--- src/hw/rtl/cmmre_pkg.sv ---
package cmmre_pkg;

    localparam int SAMPLE_W      = 16;
    localparam int MAX_W         = 15;
    localparam int RMS_W         = 16;
    localparam int SQUARE_W      = 31;
    localparam int SUM_W         = 46;
    localparam int COUNT_W       = 16;
    localparam int MEAN_W        = 31;
    localparam int ROOT_CALC_W   = 32;
    localparam int QUEUE_DEPTH   = 2;
    localparam int MAX_COLUMN_SAMPLES_DEFAULT = 32768;

    typedef struct packed {
        logic signed [SAMPLE_W-1:0] sample;
        logic                       last_in_column;
    } in_t;

    typedef struct packed {
        logic signed [SAMPLE_W-1:0] column_min;
        logic        [MAX_W-1:0]    column_max;
        logic        [RMS_W-1:0]    column_rms;
    } out_t;

    // One closed column handed from the front end to the back end.
    typedef struct packed {
        logic signed [SAMPLE_W-1:0] col_min;
        logic        [MAX_W-1:0]    col_max;
        logic        [SUM_W-1:0]    col_sum;
        logic        [COUNT_W-1:0]  col_count;
    } col_t;

endpackage

--- src/hw/rtl/cmmre_front.sv ---
module cmmre_front #(
    parameter int MAX_SAMPLES = cmmre_pkg::MAX_COLUMN_SAMPLES_DEFAULT,
    parameter int DEPTH       = cmmre_pkg::QUEUE_DEPTH
) (
    input  logic                       aclk,
    input  logic                       aresetn,
    input  logic                       s_valid,
    output logic                       s_ready,
    input  cmmre_pkg::in_t             s_data,
    input  logic [$clog2(DEPTH+1)-1:0] q_count,
    output logic                       push,
    output cmmre_pkg::col_t            push_data
);

    localparam int CW = $clog2(DEPTH+1);

    logic signed [cmmre_pkg::SAMPLE_W-1:0] min_reg;
    logic        [cmmre_pkg::MAX_W-1:0]    max_reg;
    logic        [cmmre_pkg::COUNT_W-1:0]  count_reg;
    logic        [cmmre_pkg::SUM_W-1:0]    sum_reg;
    logic        [cmmre_pkg::SQUARE_W-1:0] sq_reg;
    logic                                  sq_valid_reg;
    logic                                  close_d_reg;
    logic signed [cmmre_pkg::SAMPLE_W-1:0] hold_min_reg;
    logic        [cmmre_pkg::MAX_W-1:0]    hold_max_reg;
    logic        [cmmre_pkg::COUNT_W-1:0]  hold_count_reg;

    logic                                  accept;
    logic                                  close;
    logic signed [2*cmmre_pkg::SAMPLE_W-1:0] prod;
    logic signed [cmmre_pkg::SAMPLE_W-1:0] new_min;
    logic        [cmmre_pkg::MAX_W-1:0]    new_max;
    logic        [cmmre_pkg::COUNT_W-1:0]  count_inc;
    logic        [cmmre_pkg::SUM_W-1:0]    sum_add;

    // Reserve a queue slot for a close that is still in the sum stage.
    assign s_ready = ({1'b0, q_count} + {{CW{1'b0}}, close_d_reg}) < (CW+1)'(DEPTH);
    assign accept  = s_valid && s_ready;

    assign prod      = s_data.sample * s_data.sample;
    assign new_min   = (s_data.sample < min_reg) ? s_data.sample : min_reg;
    assign new_max   = (s_data.sample > $signed({1'b0, max_reg}))
                       ? s_data.sample[cmmre_pkg::MAX_W-1:0] : max_reg;
    assign count_inc = count_reg + 1'b1;
    assign close     = s_data.last_in_column ||
                       (count_inc >= cmmre_pkg::COUNT_W'(MAX_SAMPLES));
    assign sum_add   = sum_reg + {{(cmmre_pkg::SUM_W-cmmre_pkg::SQUARE_W){1'b0}}, sq_reg};

    always_ff @(posedge aclk) begin
        if (!aresetn) begin
            min_reg      <= '0;
            max_reg      <= '0;
            count_reg    <= '0;
            sum_reg      <= '0;
            sq_valid_reg <= 1'b0;
            close_d_reg  <= 1'b0;
        end else begin
            sq_valid_reg <= accept;
            close_d_reg  <= accept && close;
            if (accept) begin
                if (close) begin
                    min_reg   <= '0;
                    max_reg   <= '0;
                    count_reg <= '0;
                end else begin
                    min_reg   <= new_min;
                    max_reg   <= new_max;
                    count_reg <= count_inc;
                end
            end
            if (sq_valid_reg) begin
                sum_reg <= close_d_reg ? '0 : sum_add;
            end
        end
    end

    always_ff @(posedge aclk) begin
        if (accept) begin
            sq_reg <= prod[cmmre_pkg::SQUARE_W-1:0];
            if (close) begin
                hold_min_reg   <= new_min;
                hold_max_reg   <= new_max;
                hold_count_reg <= count_inc;
            end
        end
    end

    assign push                = close_d_reg;
    assign push_data.col_min   = hold_min_reg;
    assign push_data.col_max   = hold_max_reg;
    assign push_data.col_sum   = sum_add;
    assign push_data.col_count = hold_count_reg;

endmodule

--- src/hw/rtl/cmmre_fifo.sv ---
module cmmre_fifo #(
    parameter int DEPTH = cmmre_pkg::QUEUE_DEPTH
) (
    input  logic                       aclk,
    input  logic                       aresetn,
    input  logic                       push,
    input  cmmre_pkg::col_t            push_data,
    input  logic                       pop,
    output cmmre_pkg::col_t            pop_data,
    output logic [$clog2(DEPTH+1)-1:0] count
);

    localparam int PW = (DEPTH > 1) ? $clog2(DEPTH) : 1;
    localparam int CW = $clog2(DEPTH+1);

    cmmre_pkg::col_t   mem [DEPTH];
    logic [PW-1:0]     wr_ptr_reg;
    logic [PW-1:0]     rd_ptr_reg;
    logic [CW-1:0]     count_reg;
    logic              do_push;
    logic              do_pop;

    assign do_push = push && (count_reg != CW'(DEPTH));
    assign do_pop  = pop && (count_reg != '0);

    always_ff @(posedge aclk) begin
        if (!aresetn) begin
            wr_ptr_reg <= '0;
            rd_ptr_reg <= '0;
            count_reg  <= '0;
        end else begin
            if (do_push) begin
                wr_ptr_reg <= (wr_ptr_reg == PW'(DEPTH-1)) ? '0 : wr_ptr_reg + 1'b1;
            end
            if (do_pop) begin
                rd_ptr_reg <= (rd_ptr_reg == PW'(DEPTH-1)) ? '0 : rd_ptr_reg + 1'b1;
            end
            count_reg <= count_reg + CW'(do_push) - CW'(do_pop);
        end
    end

    always_ff @(posedge aclk) begin
        if (do_push) begin
            mem[wr_ptr_reg] <= push_data;
        end
    end

    assign pop_data = mem[rd_ptr_reg];
    assign count    = count_reg;

endmodule

--- src/hw/rtl/cmmre_back.sv ---
module cmmre_back (
    input  logic            aclk,
    input  logic            aresetn,
    input  logic            q_empty,
    input  cmmre_pkg::col_t q_data,
    output logic            q_pop,
    output logic            m_valid,
    input  logic            m_ready,
    output cmmre_pkg::out_t m_data
);

    localparam int SUM_W   = cmmre_pkg::SUM_W;
    localparam int REM_W   = cmmre_pkg::COUNT_W + 1;
    localparam int DCNT_W  = $clog2(SUM_W);
    localparam int RW      = cmmre_pkg::ROOT_CALC_W;
    localparam int MEAN_W  = cmmre_pkg::MEAN_W;

    typedef enum logic [3:0] {
        ST_IDLE = 4'b0001,
        ST_DIV  = 4'b0010,
        ST_SQRT = 4'b0100,
        ST_OUT  = 4'b1000
    } back_state_t;

    back_state_t                            state_reg, state_next;
    logic [REM_W-1:0]                       rem_reg, rem_next;
    logic [SUM_W-1:0]                       quo_reg, quo_next;
    logic [cmmre_pkg::COUNT_W-1:0]          div_reg, div_next;
    logic [DCNT_W-1:0]                      dcnt_reg, dcnt_next;
    logic [RW-1:0]                          v_reg, v_next;
    logic [RW-1:0]                          root_reg, root_next;
    logic [RW-1:0]                          bit_reg, bit_next;
    logic signed [cmmre_pkg::SAMPLE_W-1:0]  min_reg, min_next;
    logic [cmmre_pkg::MAX_W-1:0]            max_reg, max_next;

    logic [REM_W-1:0]                       rem_shift;
    logic [SUM_W-1:0]                       quo_step;
    logic [REM_W-1:0]                       rem_step;
    logic [MEAN_W-1:0]                      mean;
    logic [RW-1:0]                          trial;

    assign q_pop = (state_reg == ST_IDLE) && !q_empty;

    // Restoring division, one quotient bit per cycle.
    always_comb begin
        rem_shift = {rem_reg[REM_W-2:0], quo_reg[SUM_W-1]};
        if (rem_shift >= {1'b0, div_reg}) begin
            rem_step = rem_shift - {1'b0, div_reg};
            quo_step = {quo_reg[SUM_W-2:0], 1'b1};
        end else begin
            rem_step = rem_shift;
            quo_step = {quo_reg[SUM_W-2:0], 1'b0};
        end
        // Clamp the mean to 31 bits before the root.
        if (|quo_step[SUM_W-1:MEAN_W]) begin
            mean = '1;
        end else begin
            mean = quo_step[MEAN_W-1:0];
        end
    end

    assign trial = root_reg + bit_reg;

    always_comb begin
        state_next = state_reg;
        rem_next   = rem_reg;
        quo_next   = quo_reg;
        div_next   = div_reg;
        dcnt_next  = dcnt_reg;
        v_next     = v_reg;
        root_next  = root_reg;
        bit_next   = bit_reg;
        min_next   = min_reg;
        max_next   = max_reg;
        case (state_reg)
            ST_IDLE: begin
                if (!q_empty) begin
                    rem_next   = '0;
                    quo_next   = q_data.col_sum;
                    div_next   = q_data.col_count;
                    dcnt_next  = DCNT_W'(SUM_W-1);
                    min_next   = q_data.col_min;
                    max_next   = q_data.col_max;
                    state_next = ST_DIV;
                end
            end
            ST_DIV: begin
                rem_next  = rem_step;
                quo_next  = quo_step;
                dcnt_next = dcnt_reg - 1'b1;
                if (dcnt_reg == '0) begin
                    v_next     = {{(RW-MEAN_W){1'b0}}, mean};
                    root_next  = '0;
                    bit_next   = RW'(1) << (RW-2);
                    state_next = ST_SQRT;
                end
            end
            ST_SQRT: begin
                if (bit_reg == '0) begin
                    state_next = ST_OUT;
                end else begin
                    if (v_reg >= trial) begin
                        v_next    = v_reg - trial;
                        root_next = (root_reg >> 1) + bit_reg;
                    end else begin
                        root_next = root_reg >> 1;
                    end
                    bit_next = bit_reg >> 2;
                end
            end
            ST_OUT: begin
                if (m_ready) begin
                    state_next = ST_IDLE;
                end
            end
            default: begin
                state_next = ST_IDLE;
            end
        endcase
    end

    always_ff @(posedge aclk) begin
        if (!aresetn) begin
            state_reg <= ST_IDLE;
        end else begin
            state_reg <= state_next;
        end
    end

    always_ff @(posedge aclk) begin
        rem_reg  <= rem_next;
        quo_reg  <= quo_next;
        div_reg  <= div_next;
        dcnt_reg <= dcnt_next;
        v_reg    <= v_next;
        root_reg <= root_next;
        bit_reg  <= bit_next;
        min_reg  <= min_next;
        max_reg  <= max_next;
    end

    assign m_valid           = (state_reg == ST_OUT);
    assign m_data.column_min = min_reg;
    assign m_data.column_max = max_reg;
    assign m_data.column_rms = root_reg[cmmre_pkg::RMS_W-1:0];

endmodule

--- src/hw/rtl/column_min_max_rms_envelope_top.sv ---
// Column min / max / RMS envelope.
//
// s_valid / s_ready / s_data carry one signed Q1.15 sample per transfer,
// with last_in_column marking the end of a display column. A column also
// closes on its own when MAX_COLUMN_SAMPLES samples have been taken.
// m_valid / m_ready / m_data carry one result per column: the minimum
// (never above zero), the maximum (never below zero) and the floor RMS.
//
// Samples are taken at one per cycle while s_ready is high. The square
// and the running sum sit in a two-stage front end; a closed column goes
// into a two-entry queue. The back end works one column at a time:
// restoring division, then square root, then the result waits in the
// output register. It takes the next column from the queue only after
// the result has been accepted. If the receiver stalls, the result holds,
// the queue fills, and s_ready drops only when no queue slot is left for
// another closing sample.
// Reset clears the running values, the queue and the output; no result is
// pending afterwards.
module column_min_max_rms_envelope_top #(
    parameter int MAX_COLUMN_SAMPLES = cmmre_pkg::MAX_COLUMN_SAMPLES_DEFAULT,
    parameter int QUEUE_DEPTH        = cmmre_pkg::QUEUE_DEPTH
) (
    input  logic            aclk,
    input  logic            aresetn,
    input  logic            s_valid,
    output logic            s_ready,
    input  cmmre_pkg::in_t  s_data,
    output logic            m_valid,
    input  logic            m_ready,
    output cmmre_pkg::out_t m_data
);

    localparam int CW = $clog2(QUEUE_DEPTH+1);

    logic            push;
    cmmre_pkg::col_t push_data;
    logic            q_pop;
    cmmre_pkg::col_t q_data;
    logic [CW-1:0]   q_count;

    cmmre_front #(
        .MAX_SAMPLES (MAX_COLUMN_SAMPLES),
        .DEPTH       (QUEUE_DEPTH)
    ) u_front (
        .aclk      (aclk),
        .aresetn   (aresetn),
        .s_valid   (s_valid),
        .s_ready   (s_ready),
        .s_data    (s_data),
        .q_count   (q_count),
        .push      (push),
        .push_data (push_data)
    );

    cmmre_fifo #(
        .DEPTH (QUEUE_DEPTH)
    ) u_fifo (
        .aclk      (aclk),
        .aresetn   (aresetn),
        .push      (push),
        .push_data (push_data),
        .pop       (q_pop),
        .pop_data  (q_data),
        .count     (q_count)
    );

    cmmre_back u_back (
        .aclk    (aclk),
        .aresetn (aresetn),
        .q_empty (q_count == '0),
        .q_data  (q_data),
        .q_pop   (q_pop),
        .m_valid (m_valid),
        .m_ready (m_ready),
        .m_data  (m_data)
    );

`ifndef SYNTHESIS
    a_queue_bound: assert property (@(posedge aclk) disable iff (!aresetn)
        q_count <= CW'(QUEUE_DEPTH))
        else $error("queue count above depth");

    a_full_stall: assert property (@(posedge aclk) disable iff (!aresetn)
        (q_count == CW'(QUEUE_DEPTH)) |-> !s_ready)
        else $error("input ready while queue is full");

    a_no_lost_push: assert property (@(posedge aclk) disable iff (!aresetn)
        push |-> (q_count != CW'(QUEUE_DEPTH)))
        else $error("closed column pushed into a full queue");

    a_result_range: assert property (@(posedge aclk) disable iff (!aresetn)
        m_valid |-> ((m_data.column_min <= 0) && (m_data.column_rms <= 16'd32768)))
        else $error("result out of range");
`endif

endmodule

--- config.mk ---
export PLATFORM = sky130hd
export DESIGN_NAME = column_min_max_rms_envelope_top
export DESIGN_NICKNAME = d
export VERILOG_FILES = /design/src/hw/rtl/cmmre_pkg.sv /design/src/hw/rtl/cmmre_front.sv /design/src/hw/rtl/cmmre_fifo.sv /design/src/hw/rtl/cmmre_back.sv /design/src/hw/rtl/column_min_max_rms_envelope_top.sv
export SDC_FILE = /design/constraint.sdc
export NUM_CORES = 2
export LEC_CHECK = 0
export BUFFER_PORTS_ARGS = -buffer_cell sky130_fd_sc_hd__buf_2
export CORE_MARGIN = 1.5
export CORE_UTILIZATION = 69
export CTS_CLUSTER_SIZE = 30
export DETAILED_ROUTE_END_ITERATION = 10
export PLACE_DENSITY = 0.86
export SETUP_SLACK_MARGIN = 0.3
export SYNTH_ARGS = -nofsm -noshare
export SYNTH_HDL_FRONTEND = slang
export SYNTH_SLANG_ARGS = --single-unit
--- constraint.sdc ---
create_clock -name aclk -period 14.72 [get_ports aclk]
set_clock_uncertainty 0.15 [all_clocks]
set_input_delay 4.416 -clock aclk [delete_from_list [all_inputs] [get_ports aclk]]
set_output_delay 4.416 -clock aclk [all_outputs]
set_load 0.005 [all_outputs]
## Yosys cells after proc, flatten, opt, wreduce, memory -nomap -nowiden

Memory sizes are Yosys's and may differ from the RTL's. A register that Yosys moved wholly into a read port is not among the register bits.
Index checks and enable logic that the tools add are counted.

| storage, ports and cells | value |
|---|---|
| register bits | 392 |
| RAM bits | 186 |
| input bits | 21 |
| output and inout port bits | 49 |
| word-level logic and storage cells | 112 |
| memories | 1 |

Memories:

| memory | depth | bits a word | read ports | clocked after Yosys merged registers in | wr ports | RTL line | source |
|---|---|---|---|---|---|---|---|
| u_fifo.mem | 2 | 93 | 1 | 1 | 1 | cmmre_fifo.sv:16 | `cmmre_pkg::col_t mem [DEPTH];` |

| cells by class | value |
|---|---|
| add/subtract/negate cells | 12 |
| $mul | 1 |
| magnitude comparators | 6 |
| eq/ne operators | 11 |
| mux-type cells | 37 |
| bitwise logic cells | 1 |
| reduce and logical (&&, ||, !) cells | 20 |

Operators by type and width:

| kind | number |
|---|---|
| $mux 32 | 8 |
| $pmux 32 s2 | 3 |
| $mux 46 | 2 |
| $pmux 46 s2 | 1 |
| $mux 16 | 5 |
| $add 46x31->46 | 1 |
| $add 31x32->32 | 1 |
| $add 32x32->32 | 1 |
| $ge 32x32->1 | 1 |
| $logic_not 32->1 | 1 |
| $pmux 16 s2 | 1 |
| $sub 32x32->32 | 1 |
| $mul 16x16->31 | 1 |
| $mux 31 | 1 |
| $mux 15 | 2 |
| $ge 17x16->1 | 1 |
| $add 16x1->16 const B | 1 |
| $ge 16x16->1 const B | 1 |
| $gt 16x16->1 | 1 |
| $lt 16x16->1 | 1 |
| $mux 4 | 4 |
| $pmux 4 s4 | 1 |
| $sub 16x16->16 | 1 |
| $reduce_or 15->1 | 1 |
| 25 further kinds | 46 |

## Longest topological paths before layout

| logic depth | value |
|---|---|
| depth after elaboration | 6 |
| mapped depth | 26 |
| gate-level depth less buffers | 24 |

## Modules after synthesis

From an unflattened synthesis, not the netlist that was laid out.

| unflattened totals | value |
|---|---|
| cell total of the unflattened synthesis | 3434 |
| area total of the unflattened synthesis | 37418.4 um2 |

By module, submodules not included:

| module | times used | cells each | area each (um2) | sequential area each (um2) |
|---|---|---|---|---|
| cmmre_front | 1 | 1857 | 17645.7 | 4214.0 |
| cmmre_back | 1 | 1257 | 12520.8 | 5935.7 |
| cmmre_fifo | 1 | 319 | 7248.2 | 5685.5 |
| column_min_max_rms_envelope_top | 1 | 1 | 3.8 | 0.0 |

## Worst setup path after synthesis

Ideal clock, no wire load.

| timing | value |
|---|---|
| path type | input to register |
| start | in s_data[16] (netlist bit) |
| end | reg u_front.sq_reg[29] (netlist bit), data pin |
| setup time | 0.135 ns |
| arrival time | 10.522 ns |
| data required time | 14.435 ns |
| setup slack | 3.914 ns |
| stages on the path | 24 |
| buffers on the path | 2 |
| path through | inv_1 clkbuf_1 clkbuf_1 nor2_1 fa_1 inv_1 fa_1 inv_1 fa_1 fa_1 fa_1 inv_1 fa_1 inv_1 ha_1 a21o_1 a21o_1 a21o_1 a21oi_1 nor2_1 nor2_1 o21ai_0 or4_1 nand3_1 |

| on the way | value |
|---|---|
| longest elaborated chain between the ends | 1 |

RTL lines:

| what | RTL line | source |
|---|---|---|
| from (decl) | column_min_max_rms_envelope_top.sv:27 | `input cmmre_pkg::in_t s_data,` |
| $mul 16x16->31 | cmmre_front.sv:40 | `assign prod = s_data.sample * s_data.sample;` |
| net u_front.prod, one bit | cmmre_front.sv:30 | `logic signed [2*cmmre_pkg::SAMPLE_W-1:0] prod;` |
| to (signal assigned) | cmmre_front.sv:79 | `sq_reg <= prod[cmmre_pkg::SQUARE_W-1:0];` |
| to (decl) | cmmre_front.sv:21 | `logic [cmmre_pkg::SQUARE_W-1:0] sq_reg;` |

The timed path passes the listed nets, and every way through them passes these cells.
A chain may end at the register's enable or synchronous reset.

## Worst setup path in the final report

| timing | value |
|---|---|
| start | in s_data[7] (netlist bit) |
| end | reg u_front.sq_reg[26] (netlist bit), data pin |

Same word-level chain as after synthesis.

==> metrics.cfg <==
[critical_path]
worst-setup-path-type = input port to flip-flop
cp_max_fo = 15
worstSetupEndpointType = flip-flop
cp.required_ns = 14.91
cp_data_arrival_time_ns = 11.09
start_kind = input port

[place]
gp_congestion = 0.926
placed_area_um2 = 37700
port_buffers = 69
dpl.hpwl_mm = 61.2

[global_routing]
grtUsageTotal = 0.317
grt-ovfl-total = 0
grt_pass1_wl_mm = 137
grt_max_degree = 102
antenna_found_initial = 0
grt_pass1_vias = 26800

[clock_network]
max-clock-path-buffers = 3
postCtsSetupBuffers = 0
cts_resized = 0
clk_latency_ns = 0.63
clock-sinks = 562
cts_root_buf = clkbuf_16
path_clk_slew_ns = 0.06
h-tree-depth = 2
numCtsBuffers = 57
ctsHoldBuffers = 0
cts_tree = built

[synthesis]
yosysMostFrequentCell = edfxtp_1
yosysTopAreaCellShare = 0.372
ys_types = 90
synth.top_cells.by_area = edfxtp_1 (37%), fa_1 (13%), ha_1 (8.0%)
synth_edf_count = 458
synth_nets = 3919
syn_inst = 3431
synth_ff_type = edfxtp_1
netlist_area_um2 = 37000
ys_warn_count = 0
ys_seq_elements = 562
seq_area_frac_synth = 0.428
async_flop_share = 0
synth_common_cells = edfxtp_1 (458), inv_1 (428), nand2_1 (265)
syn_avg_cell_area_um2 = 10.8
synth_area_leader_cell = edfxtp_1

[run_status]
status = complete, but fails checks
violations = design-rule violations

[timing]
holdWs_ns = 0.265
hold_viol = 0
slew_viol_final = 0
rsz0062_at_grt = no
worst_slew_pin_slew_ns = 1.28
setup_tns_ns = 0
post-route-min-period_ns = 10.90
slew_headroom = 0.140
fmax_ghz = 0.0917
period_share = 0.741
setup_viol = 0

[finish]
diodes = 0
area_growth_pct = 7.46
largest_reg_flops = 186
final_nets = 3916
final_area_um2 = 39700
fillers = 3395
drive_above_1_share = 0.0840

[die]
dieArea_um2 = 55000
core_um2 = 52800
die_y_um = 234
fp-row-count = 84
die_w_um = 234
initial_core_util = 0.700
io_pins = 70

[job]
drv_cap = 0

[pwr]
powerDensity_nw_per_um2 = 226
p_leak_uw = 0.0163
power_uw = 8960
vdd_drop_max_mv = 0.947

[drt]
vias = 26200
routed.top_layer = met4
drc = 2
wl_met1_mm = 33.2
totalWireLength_mm = 84.6
wl_per_cell_um = 20.3
route.met3.wl_mm = 5.94
ant_nets = 0
drtIter0Drc = 2535
dr_wl_met2_mm = 42.3
dr.pass1.iters = 11
avgViaCountPerCell = 6.28

[min_path]
hold_class = flip-flop to flip-flop

-- layout make-up --
class                      count  area [um2]  area share
timing repair buffer          93         526      0.0132
multi-input combinational   2278       18900       0.475
sequential                   562       15800       0.399
inverter                     436        1640      0.0412
clock inverter                25         362     0.00910
tap                          688         861      0.0217
clock buffer                  83        1620      0.0409
-- critical path: stages --
cell and delay [ns]:
buf_2 0.31, clkinv_1 0.40, nor2_1 0.30, inv_1 0.09
fa_1 0.50, inv_1 0.06, fa_1 0.56, inv_1 0.07
fa_1 0.54, inv_1 0.06, fa_1 0.51, fa_1 0.55
inv_1 0.06, fa_1 0.54, inv_1 0.05, ha_1 0.40
a21o_1 0.23, a31oi_1 0.13, o21ai_0 0.12, a21oi_1 0.21
o31ai_1 0.16, and2_1 0.24, o311ai_0 0.36, o311ai_0 0.21
-- report_power, final --
group | internal [uW] | switching [uW] | total (uW)
Combinational | 2050 | 2960 | 5010
Sequential | 2300 | 150 | 2450
Clock | 879 | 624 | 1500
-- placed cells by master (no fill, tap or decap), drive strengths merged, types with 16 or more instances in the layout --
cell	netlist	final
a21o	59	59
a211oi	17	17
nor2	261	261
o21ai	143	143
a31o	16	16
a21oi	187	187
mux2	50	50
xnor2	102	102
o31ai	20	20
a311oi	22	22
fa	232	232
inv	432	432
ha	235	235
nor4	23	23
nand2	265	265
xor2	80	80
a32o	19	19
dfxtp	104	104
a22oi	27	27
edfxtp	458	458
a31oi	37	37
mux2i	73	73
buf	44	93
clkinv	4	18
nand3	60	60
and3	23	23
clkbuf	111	83
nor2b	23	23
nor3	43	43
o21bai	23	23
and2	25	25
nand4	32	32
-- worst paths after layout --
path | from | endpoint | slack (ns) | cells after the start
setup / recovery | s_data[7] | u_front.sq_reg[26] | 3.82 | 24
hold / removal | u_front.hold_min_reg[7] | u_fifo.mem[0][84] | 0.26 | 0
setup reg to reg | u_back.root_reg[6] | u_back.v_reg[16] | 8.61 | 18
hold reg to reg | u_front.hold_min_reg[7] | u_fifo.mem[0][84] | 0.26 | 0
-- stage by stage --
step | cells | utilization | worst slack, ns
floorplan | 3431 | - | 3.91
global placement | 4057 | 0.715 | 3.45
detailed placement | 4057 | 0.715 | 3.28
CTS | 4165 | 0.753 | 3.91
global route | 4165 | 0.753 | 3.37
finish | 4165 | 0.753 | 3.82
-- layer usage --
layer | track usage | vias up
li1 | - | 12000
met1 | 0.412 | 12800
met2 | 0.546 | 1145
met3 | 0.0359 | 235
met4 | 0.129 | 0
met5 | 0 | -
-- cells by family after synthesis --
family / share of synthesized area
xor gates and xnor gates: 0.0431
AOI/OAI and AO/OA: 0.122
muxes: 0.0350
DFF: 0.428
adders and majority gates: 0.205
buffers and inverters: 0.0627
and+or+nand+nor: 0.104
Note: power is estimated with default switching activity, not from simulation.
